===== config.mk =====
export PLATFORM = sky130hd
export DESIGN_NAME = sha1_hash
export DESIGN_NICKNAME = d
export VERILOG_FILES = /design/src/rtl/core/sha1_pkg.sv /design/src/rtl/core/sha1_front.sv /design/src/rtl/core/sha1_queue.sv /design/src/rtl/core/sha1_back.sv /design/src/rtl/core/sha1_hash.sv
export SDC_FILE = /design/constraint.sdc
export NUM_CORES = 2
export LEC_CHECK = 0
export BUFFER_PORTS_ARGS = -buffer_cell sky130_fd_sc_hd__buf_2
export CAP_MARGIN = 30
export CORE_ASPECT_RATIO = 0.8
export CORE_MARGIN = 2
export CORE_UTILIZATION = 50
export DETAILED_ROUTE_END_ITERATION = 10
export PLACE_DENSITY = 0.71
export SLEW_MARGIN = 5
export SYNTH_ARGS = -nofsm -noshare
export SYNTH_HDL_FRONTEND = slang
export SYNTH_SLANG_ARGS = --single-unit

===== constraint.sdc =====
create_clock -name clock -period 50.8 [get_ports clock]
set_input_delay 10.16 -clock clock [delete_from_list [all_inputs] [get_ports clock]]
set_output_delay 10.16 -clock clock [all_outputs]
set_load 0.03 [all_outputs]

===== src/rtl/core/sha1_pkg.sv =====
// sha1 package: constants and types used by the front, queue and back parts
// no dependencies
package sha1_pkg;
   localparam logic [31:0] K0 = 32'h5a827999;
   localparam logic [31:0] K1 = 32'h6ed9eba1;
   localparam logic [31:0] K2 = 32'h8f1bbcdc;
   localparam logic [31:0] K3 = 32'hca62c1d6;
   localparam logic [31:0] H0 = 32'h67452301;
   localparam logic [31:0] H1 = 32'hefcdab89;
   localparam logic [31:0] H2 = 32'h98badcfe;
   localparam logic [31:0] H3 = 32'h10325476;
   localparam logic [31:0] H4 = 32'hc3d2e1f0;
   localparam logic [7:0]  PAD_BYTE = 8'h80;
   localparam int unsigned QUEUE_DEPTH = 2;

   // one block handed from front to back
   typedef struct packed {
      logic [511:0] words;
      logic         final_blk;
   } blk_type;
endpackage


===== src/rtl/core/sha1_front.sv =====
// sha1 front part: packs bytes into blocks, pads at end of message
// depends on sha1_pkg
module sha1_front (
   input  logic              clock,
   input  logic              reset,
   input  logic              in_valid,
   output logic              in_ready,
   input  logic [7:0]        in_byte,
   input  logic              in_has,
   input  logic              in_last,
   output logic              blk_valid,
   input  logic              blk_ready,
   output sha1_pkg::blk_type blk
);
   import sha1_pkg::*;

   typedef enum logic [2:0] {FILL, PAD, ZERO, LEN, EMIT} state_type;

   state_type    state_ff;
   state_type    resume_ff;
   logic [511:0] buf_ff;
   logic [5:0]   fill_ff;
   logic [63:0]  count_ff;
   logic         final_ff;

   logic [7:0]   put_byte;
   logic [8:0]   bit_pos;
   logic [5:0]   len_pos;
   logic [511:0] buf_in;

   always_comb begin
      unique case (state_ff)
         FILL:    put_byte = in_byte;
         PAD:     put_byte = PAD_BYTE;
         ZERO:    put_byte = 8'd0;
         LEN:     put_byte = count_ff[len_pos +: 8];
         EMIT:    put_byte = 8'd0;
         default: put_byte = 8'd0;
      endcase
   end

   // length bytes go out most significant first at positions 56..63
   assign len_pos = {~fill_ff[2:0], 3'b000};
   assign bit_pos = 9'd504 - {fill_ff, 3'b000};
   always_comb begin
      buf_in = buf_ff;
      buf_in[bit_pos +: 8] = put_byte;
   end

   assign in_ready  = (state_ff == FILL);
   assign blk_valid = (state_ff == EMIT);
   assign blk.words = buf_ff;
   assign blk.final_blk = final_ff;

   always_ff @(posedge clock) begin
      if (reset) begin
         state_ff  <= FILL;
         resume_ff <= FILL;
         fill_ff   <= 6'd0;
         count_ff  <= 64'd0;
         final_ff  <= 1'b0;
      end else begin
         unique case (state_ff)
            FILL: begin
               if (in_valid) begin
                  if (in_has) begin
                     buf_ff   <= buf_in;
                     fill_ff  <= fill_ff + 6'd1;
                     count_ff <= count_ff + 64'd8;
                  end
                  if (in_has && fill_ff == 6'd63) begin
                     // block full, pad byte still owed if the message ends here
                     state_ff <= EMIT;
                     if (in_last) resume_ff <= PAD;
                     else resume_ff <= FILL;
                  end else if (in_last) begin
                     state_ff <= PAD;
                  end
               end
            end
            PAD, ZERO: begin
               buf_ff  <= buf_in;
               fill_ff <= fill_ff + 6'd1;
               if (fill_ff == 6'd63) begin
                  // no room for the length, go on in a fresh block
                  state_ff  <= EMIT;
                  resume_ff <= ZERO;
               end else if (fill_ff == 6'd55) begin
                  state_ff <= LEN;
               end else begin
                  state_ff <= ZERO;
               end
            end
            LEN: begin
               buf_ff  <= buf_in;
               fill_ff <= fill_ff + 6'd1;
               if (fill_ff == 6'd63) begin
                  state_ff  <= EMIT;
                  final_ff  <= 1'b1;
                  resume_ff <= FILL;
               end
            end
            EMIT: begin
               if (blk_ready) begin
                  state_ff <= resume_ff;
                  if (final_ff) begin
                     count_ff <= 64'd0;
                     final_ff <= 1'b0;
                  end
               end
            end
            default: state_ff <= FILL;
         endcase
      end
   end
endmodule


===== src/rtl/core/sha1_queue.sv =====
// sha1 block queue: short fifo between front and back
// depends on sha1_pkg
module sha1_queue (
   input  logic              clock,
   input  logic              reset,
   input  logic              wr_valid,
   output logic              wr_ready,
   input  sha1_pkg::blk_type wr_data,
   output logic              rd_valid,
   input  logic              rd_ready,
   output sha1_pkg::blk_type rd_data
);
   import sha1_pkg::*;

   blk_type    mem_ff [QUEUE_DEPTH];
   logic       wp_ff, rp_ff;
   logic [1:0] cnt_ff;

   assign wr_ready = (cnt_ff != 2'(QUEUE_DEPTH));
   assign rd_valid = (cnt_ff != 2'd0);
   assign rd_data  = mem_ff[rp_ff];

   always_ff @(posedge clock) begin
      if (wr_valid && wr_ready) mem_ff[wp_ff] <= wr_data;
      if (reset) begin
         wp_ff <= 1'b0;
         rp_ff <= 1'b0;
         cnt_ff <= 2'd0;
      end else begin
         if (wr_valid && wr_ready) wp_ff <= ~wp_ff;
         if (rd_valid && rd_ready) rp_ff <= ~rp_ff;
         cnt_ff <= cnt_ff + 2'(wr_valid && wr_ready) - 2'(rd_valid && rd_ready);
      end
   end
endmodule


===== src/rtl/core/sha1_back.sv =====
// sha1 back part: 80-round compression, one round a cycle, digest output
// depends on sha1_pkg
module sha1_back (
   input  logic              clock,
   input  logic              reset,
   input  logic              blk_valid,
   output logic              blk_ready,
   input  sha1_pkg::blk_type blk,
   output logic              out_valid,
   input  logic              out_ready,
   output logic [159:0]      out_digest
);
   import sha1_pkg::*;

   typedef enum logic [1:0] {IDLE, RUN, ADD} state_type;

   state_type     state_ff;
   logic [6:0]    round_ff;
   logic [31:0]   sched_ff [16];
   logic [31:0]   a_ff, b_ff, c_ff, d_ff, e_ff;
   logic [31:0]   h_ff [5];
   logic          final_ff;
   logic          ovalid_ff;
   logic [159:0]  odig_ff;

   logic [31:0] x, w, f, k, t;

   always_comb begin
      x = sched_ff[13] ^ sched_ff[8] ^ sched_ff[2] ^ sched_ff[0];
      w = (round_ff < 7'd16) ? sched_ff[0] : {x[30:0], x[31]};
      if (round_ff < 7'd20) begin
         f = (b_ff & c_ff) | (~b_ff & d_ff);
         k = K0;
      end else if (round_ff < 7'd40) begin
         f = b_ff ^ c_ff ^ d_ff;
         k = K1;
      end else if (round_ff < 7'd60) begin
         f = (b_ff & c_ff) | (b_ff & d_ff) | (c_ff & d_ff);
         k = K2;
      end else begin
         f = b_ff ^ c_ff ^ d_ff;
         k = K3;
      end
      t = {a_ff[26:0], a_ff[31:27]} + f + e_ff + k + w;
   end

   assign blk_ready  = (state_ff == IDLE) && !ovalid_ff;
   assign out_valid  = ovalid_ff;
   assign out_digest = odig_ff;

   always_ff @(posedge clock) begin
      if (reset) begin
         state_ff  <= IDLE;
         round_ff  <= 7'd0;
         ovalid_ff <= 1'b0;
         h_ff[0] <= H0; h_ff[1] <= H1; h_ff[2] <= H2; h_ff[3] <= H3; h_ff[4] <= H4;
      end else begin
         if (ovalid_ff && out_ready) ovalid_ff <= 1'b0;
         unique case (state_ff)
            IDLE: begin
               if (blk_valid && !ovalid_ff) begin
                  for (int i = 0; i < 16; i++) sched_ff[i] <= blk.words[511 - 32*i -: 32];
                  a_ff <= h_ff[0]; b_ff <= h_ff[1]; c_ff <= h_ff[2];
                  d_ff <= h_ff[3]; e_ff <= h_ff[4];
                  final_ff <= blk.final_blk;
                  round_ff <= 7'd0;
                  state_ff <= RUN;
               end
            end
            RUN: begin
               for (int i = 0; i < 15; i++) sched_ff[i] <= sched_ff[i+1];
               sched_ff[15] <= w;
               e_ff <= d_ff; d_ff <= c_ff; c_ff <= {b_ff[1:0], b_ff[31:2]};
               b_ff <= a_ff; a_ff <= t;
               round_ff <= round_ff + 7'd1;
               if (round_ff == 7'd79) state_ff <= ADD;
            end
            ADD: begin
               if (final_ff) begin
                  odig_ff <= {h_ff[0] + a_ff, h_ff[1] + b_ff, h_ff[2] + c_ff,
                              h_ff[3] + d_ff, h_ff[4] + e_ff};
                  ovalid_ff <= 1'b1;
                  h_ff[0] <= H0; h_ff[1] <= H1; h_ff[2] <= H2;
                  h_ff[3] <= H3; h_ff[4] <= H4;
               end else begin
                  h_ff[0] <= h_ff[0] + a_ff; h_ff[1] <= h_ff[1] + b_ff;
                  h_ff[2] <= h_ff[2] + c_ff; h_ff[3] <= h_ff[3] + d_ff;
                  h_ff[4] <= h_ff[4] + e_ff;
               end
               state_ff <= IDLE;
            end
            default: state_ff <= IDLE;
         endcase
      end
   end
endmodule


===== src/rtl/core/sha1_hash.sv =====
// sha1 top level: front packer, block queue, compression back end
// depends on sha1_pkg, sha1_front, sha1_queue, sha1_back
//
//  channel | direction | contents
//  req_    | in        | tdata = data_byte [7:0], tuser = {is_last, has_byte}
//  rsp_    | out       | tdata = digest_w0..w4, w0 in the lowest bits
//
// one byte a cycle is taken while the block is filling; a full block goes to a
// two-entry queue and the back end runs its 80 rounds on it, one round a cycle
// padding and length bytes are written one a cycle; a message end takes one or two blocks
// synchronous active-high reset returns the chaining words to their initial values
// the input stalls for the block hand-off cycle, while the queue is full and
// while padding is under way; the back end waits while a digest is unread
module sha1_hash (
   input  logic         clock,
   input  logic         reset,
   input  logic         req_tvalid,
   output logic         req_tready,
   input  logic [7:0]   req_tdata,   // data_byte
   input  logic [1:0]   req_tuser,   // has_byte, is_last
   output logic         rsp_tvalid,
   input  logic         rsp_tready,
   output logic [159:0] rsp_tdata    // digest_w0, w1, w2, w3, w4
);
   import sha1_pkg::*;

   blk_type      f_blk, q_blk;
   logic         f_valid, f_ready, q_valid, q_ready;
   logic [159:0] dig;

   sha1_front u_front (
      .clock, .reset,
      .in_valid(req_tvalid), .in_ready(req_tready),
      .in_byte(req_tdata), .in_has(req_tuser[0]), .in_last(req_tuser[1]),
      .blk_valid(f_valid), .blk_ready(f_ready), .blk(f_blk)
   );

   sha1_queue u_queue (
      .clock, .reset,
      .wr_valid(f_valid), .wr_ready(f_ready), .wr_data(f_blk),
      .rd_valid(q_valid), .rd_ready(q_ready), .rd_data(q_blk)
   );

   sha1_back u_back (
      .clock, .reset,
      .blk_valid(q_valid), .blk_ready(q_ready), .blk(q_blk),
      .out_valid(rsp_tvalid), .out_ready(rsp_tready), .out_digest(dig)
   );

   // w0 goes to the lowest bits
   assign rsp_tdata = {dig[31:0], dig[63:32], dig[95:64], dig[127:96], dig[159:128]};
endmodule

---- Yosys cells after proc, flatten, opt, wreduce, memory -nomap -nowiden ----
Memories as Yosys holds them, arrays and structs flattened. A register that Yosys moved wholly into a read port is not among the register bits.
Index checks and enable logic that the tools add are counted.
storage, ports and cells
  register bits after elaboration ......... 924
  latch bits .............................. 0
  memory bits (writable) .................. 1698
  bits in read-only memories .............. 0
  bits of input ports ..................... 14
  word-level logic and storage cells ...... 238
  memories ................................ 3
memory list
  name             words  bits a word  rd ports  clocked after memory_dff  wr ports  line              RTL
  u_queue.mem_ff   2      513          1         1                         1         sha1_queue.sv:15  blk_type mem_ff [QUEUE_DEPTH];
  u_back.sched_ff  16     32           16        0                         16        sha1_back.sv:19   logic [31:0] sched_ff [16];
  u_back.h_ff      5      32           5         0                         5         sha1_back.sv:21   logic [31:0] h_ff [5];
cells by class
  add/sub/neg operators ................... 16
  multipliers ............................. 0
  div/mod/pow operators ................... 0
  $lt $le $gt $ge ......................... 4
  equal/unequal tests ..................... 20
  shifts and indexed selects .............. 3
  mux-type cells .......................... 102
  bitwise gates (word level) .............. 43
  reduce and logical (&&, ||, !) cells .... 28
operator list
  cell                                                     number
  2-to-1 mux 32 bit                                        37
  2-to-1 mux 512 bit                                       2
  one-hot mux 512 bit (2 select lines)                     1
  bitwise mux 512 bit                                      1
  variable shift 8 x 11 -> 512 bit (first input constant)  1
  variable part select 8 x 11 -> 512 bit                   1
  one-hot mux 32 bit (2 select lines)                      5
  adder 32 bit                                             9
  2-to-1 mux 64 bit                                        4
  bitwise XOR 32 bit                                       5
  bitwise AND 32 bit                                       4
  one-hot mux 64 bit (2 select lines)                      1
  OR 32 bit                                                3
  adder 64 x 4 -> 64 bit (second input constant)           1
  variable part select 64 x 7 -> 8 bit                     1
  inverter 32 bit                                          1
  2-to-1 mux 31 bit                                        1
  2-to-1 mux 3 bit                                         10
  2-to-1 mux 1 bit                                         28
  OR 1 bit                                                 26
  one-hot mux 8 bit (3 select lines)                       1
  AND reduction 3 bit                                      5
  < comparator 7 x 5 -> 1 bit (second input constant)      2
  < comparator 7 x 6 -> 1 bit (second input constant)      2
  other kinds (38)                                         64

---- Longest topological paths before layout ----
  word-level depth ........................ 11
  gate-level depth with buffers ........... 23

---- Cells and area by module ----
A second synthesis with hierarchy kept.
second synthesis, totals
  cell total of the unflattened synthesis .. 8373
  area total of the unflattened synthesis .. 114785.1 sq um
by module, submodules not included
  module      times used  cells each  area each (sq um)
  sha1_back   1           4910        54131.9
  sha1_queue  1           1622        37438.4
  sha1_front  1           1841        23214.8

---- Least setup slack after synthesis ----
No wires, ideal clock.
  path type ............................... register -> register
  start point ............................. reg u_front.state_ff[0]
  end point ............................... mem u_queue.mem_ff[0][0] in the netlist's numbering (enable)
  setup time .............................. 2.022 ns
  arrival time ............................ 35.355 ns
  slack ................................... 13.424 ns
  cell stages (with the launch flop) ...... 5
  path buffers ............................ 1
  period minus slack after synthesis ...... 37.376 ns
  path through ............................ dfxtp_1 > buf_2 > nor2_1 > nand2_1 > nor3_1
on the way
  longest elaborated chain between the ends .. 4
RTL lines
  what                                    line               RTL
  start: declaration                      sha1_front.sv:19   state_type state_ff;
  start signal: assignment                sha1_front.sv:105  state_ff <= resume_ff;
  equality test 3 bit                     sha1_front.sv:51   assign blk_valid = (state_ff == EMIT);
  logical AND 1 bit                       sha1_queue.sv:24   if (wr_valid && wr_ready) mem_ff[wp_ff] <= wr_data;
  2-to-1 mux 1 bit                        sha1_queue.sv:24
  2-to-1 mux 1 bit (not written as such)  sha1_queue.sv:24
  end: declaration                        sha1_queue.sv:15
No other way between the ends.

==> flow_metrics.env <==
export IMPL_end_kind="register"
export IMPL_avgViaCountPerCell=5.768
export IMPL_clkPwrFrac_pct=26.3
export IMPL_place_area_um2=116200
export IMPL_synth_cell_area_um2=111800
export IMPL_postCtsSetupBuffers=0
export IMPL_dr_pass1_iters=6
export IMPL_pwr_share_comb_pct=33.1
export IMPL_syn_inst=8110
export IMPL_holdPathStages=0
export IMPL_seqPwrFrac_pct=40.6
export IMPL_vdd_drop_max_mv=0.08137
export IMPL_final_seq_area_um2=77770
export IMPL_grt_pass1_vias=63550
export IMPL_nets=8630
export IMPL_synth_seq_area_share_pct=69.55
export IMPL_cts_buffers=240
export IMPL_worst_pin_slew_ns=1.245
export IMPL_critical_path_class="in -> reg"
export IMPL_core_area_um2=222600
export IMPL_grt_use_total_pct=23.03
export IMPL_cp_max_fo=64
export IMPL_power_mw=6.997
export IMPL_post_route_period_util_pct=25.29
export IMPL_netlist_top_cells_count="2531 x edfxtp_1, 1006 x nor2_1, 874 x nand2_1"
export IMPL_wl_met3_um=22760
export IMPL_holdBufCountCts=0
export IMPL_core_rowCount=155
export IMPL_htree_levels=4
export IMPL_cts_resized=0
export IMPL_yosysMostFrequentCell="edfxtp_1"
export IMPL_reg2reg_from="u_back.round_ff[5]"
export IMPL_final_antenna_net_count=0
export IMPL_cts_tree="yes"
export IMPL_syn_to_final_growth_pct=11.14
export IMPL_grt_pass1_wl_um=397500
export IMPL_finalSetupViolCount=0
export IMPL_wl_met2_um=121800
export IMPL_internal_power_mw=4.572
export IMPL_drt_iter0_drc=7899
export IMPL_multi_input_area_um2=31800
export IMPL_rsz0062_at_grt="false"
export IMPL_grt_max_degree=273
export IMPL_io_pin_count=176
export IMPL_p_sw_mw=2.425
export IMPL_min_period_ns=12.85
export IMPL_startpoint_type="input pin"
export IMPL_tns_ns=0
export IMPL_outcome="finished clean"
export IMPL_die_area_um2=227500
export IMPL_clock_sinks=2619
export IMPL_route_detailed_drc=0
export IMPL_clock_tree_buffer_depth=4
export IMPL_synthTopCellsByArea="edfxtp_1 68%, mux2i_1 4.8%, nor2_1 3.4%"
export IMPL_top_layer="met5"
export IMPL_timing_fmax_mhz=77.85
export IMPL_fin_skew_ns=0.1131
export IMPL_yosysWarnings=0
export IMPL_cp_required_ns=51.31
export IMPL_fillerInstances=17530
export IMPL_buffer_ports_inserted=175
export IMPL_via_count=66020
export IMPL_cp_data_arrival_time_ns=13.35
export IMPL_leakage_nw=41.45
export IMPL_antenna_found_initial=5
export IMPL_drv_cap=0
export IMPL_finalMaxSlewViolations=0
export IMPL_drt_total_wl_um=268300
export IMPL_hold_viol=0
export IMPL_chipHeight_um=427.0
export IMPL_maxSlewHeadroom_pct=16.98
export IMPL_hold_start="u_front.buf_ff[364]"
export IMPL_ys_types=99
export IMPL_synth_top_area_share_pct=67.97
export IMPL_routedWlPerCell_um=23.44
export IMPL_final_layout_size_suffix_gt1_share_pct=9.017
export IMPL_p_per_area_nw_per_um2=56.31
export IMPL_root_buffer="clkbuf_16"
export IMPL_initial_utilization_pct=50.22
export IMPL_whs_endpoint="u_queue.mem_ff[0][365]"
export IMPL_reg2reg_slack_ns=43.91
export IMPL_synth_top_area_cell="edfxtp_1"
export IMPL_dp_hpwl_um=172500
export IMPL_placed_cells=11000
export IMPL_synthFlopType="edfxtp_1"
export IMPL_r2r_end="u_back.a_ff[31]"
export IMPL_synth_edf_count=2531
export IMPL_fin_util_pct=55.82
export IMPL_syn_nets=8472
export IMPL_finish_instance_area_um2=124300
export IMPL_async_flop_share_pct=0
export IMPL_rr_worst_depth=22
export IMPL_globalplace_congestion=0.9461
export IMPL_switching_share_pct=34.66
export IMPL_grt_ovfl_total=0
export IMPL_die_w_um=532.7
export IMPL_syn_area_per_cell_um2=13.79
export IMPL_met1Wirelength_um=115900
export IMPL_synth_seq_cells=2619
export IMPL_fin_cells=11450
export IMPL_clk_latency_ns=0.92
export IMPL_clkTransAtPathRegs_ns=0.06
export IMPL_hold_path_class="reg -> reg"
[kinds of logic after synthesis]
kind of cell    count (synthesis)  share of synthesized area (%)
flops                        2619                          69.55
buf+inv                       616                          2.160
compound gates               1231                          6.547
fa+ha+maj                     348                          4.727
xor+xnor                      321                          2.527
simple gates                 2406                          9.234
mux                           569                          5.258
[worst max-delay path by stage]
| stage | cells after the start | slack [ns] | end | start |
|---|---|---|---|---|
| global route | 7 | 37.81 | u_back.sched_ff[5][43] | reset |
| CTS | 6 | 37.34 | u_back.sched_ff[7][10] | reset |
| finish | 7 | 37.95 | u_back.sched_ff[2][41] | reset |
| floorplan | 4 | 13.42 | u_queue.mem_ff[0][0] | u_front.state_ff[0] |
| global placement | 6 | 36.55 | u_back.sched_ff[2][10] | reset |
| detailed placement | 6 | 36.46 | u_back.sched_ff[1][42] | reset |
[metal layers]
metal	global-route usage [%]	up-vias
met5	0	-
met4	7.000	4
met3	3.737	447
met2	35.26	2733
met1	33.99	33150
li1	-	29690
[stage by stage]
stage	hold WS [ns]	setup slack [ns]
final	0.4189	37.95
after global placement	0.4217	36.55
after floorplan	0.4215	13.42
after global routing	0.4344	37.81
after detailed placement	0.4291	36.46
after CTS	0.4159	37.34
[sequential cells by signal, summed over array words and instances (netlist names), 2 cells and up, named ones only]
register / flops
u_queue.cnt_ff: 2
u_back.e_ff: 32
u_back.b_ff: 32
u_back.d_ff: 32
u_front.count_ff: 61
u_back.out_digest: 160
u_back.state_ff: 2
u_back.round_ff: 7
u_front.buf_ff: 512
u_back.sched_ff: 512
u_front.resume_ff: 2
u_front.state_ff: 3
u_back.h_ff: 160
u_back.c_ff: 32
u_front.fill_ff: 6
u_queue.mem_ff: 1026
u_back.a_ff: 32
[final cells by class]
type	instances	share of cell area (%)
sequential	2619	62.58
multi-input combinational	4875	25.59
clock buffer	293	5.068
tap	2983	3.003
timing repair buffer	305	1.775
clock inverter	143	1.296
inverter	227	0.6856
antenna	1	0.002014
[critical path: stages]
cell    delay [ns]
buf_2         0.15
nor2_4        0.10
buf_4         0.65
buf_4         0.86
buf_4         0.44
buf_4         0.52
buf_12        0.30
[power groups by stage]
stage / Clock (mW) / Combinational [mW] / Sequential [mW]
final: 1.84 / 2.31 / 2.84
after global routing: 1.95 / 2.54 / 2.85
after CTS: 1.86 / 2.29 / 2.84
after detailed placement: 0 / 2.27 / 2.88
after global placement: 0 / 2.20 / 2.88
after floorplan: 0 / 1.65 / 2.94
[placed cells by master, fill, tap and decap left out, types with 13 or more instances in the layout]
cell | synthesis | routed
or3_1 | 25 | 21
xnor2_1 | 227 | 226
mux4_2 | 13 | 13
nand3_1 | 77 | 77
fa_1 | 124 | 124
and2_1 | 84 | 83
dfxtp_1 | 88 | 87
nand4_1 | 32 | 32
buf_2 | 68 | 178
a211oi_1 | 22 | 22
buf_12 | 0 | 13
a21oi_1 | 357 | 356
bufinv_16 | 0 | 34
o21ai_1 | 8 | 13
o32ai_1 | 14 | 14
o21ai_0 | 520 | 514
buf_4 | 4 | 101
clkinv_2 | 0 | 32
edfxtp_1 | 2531 | 2531
a21o_1 | 82 | 82
nor3_1 | 56 | 54
mux2i_1 | 539 | 539
a31oi_1 | 22 | 22
o21bai_1 | 24 | 24
o211ai_1 | 16 | 16
clkinv_1 | 0 | 51
clkbuf_1 | 293 | 47
o21a_1 | 27 | 27
inv_1 | 227 | 227
nand2_1 | 874 | 871
xor2_1 | 93 | 93
mux2_2 | 17 | 17
nand2b_1 | 99 | 87
and3_1 | 27 | 27
ha_1 | 224 | 224
clkbuf_16 | 0 | 243
nor2_1 | 1006 | 1002
nor2b_1 | 59 | 58
(Power assumes the default switching activity.)
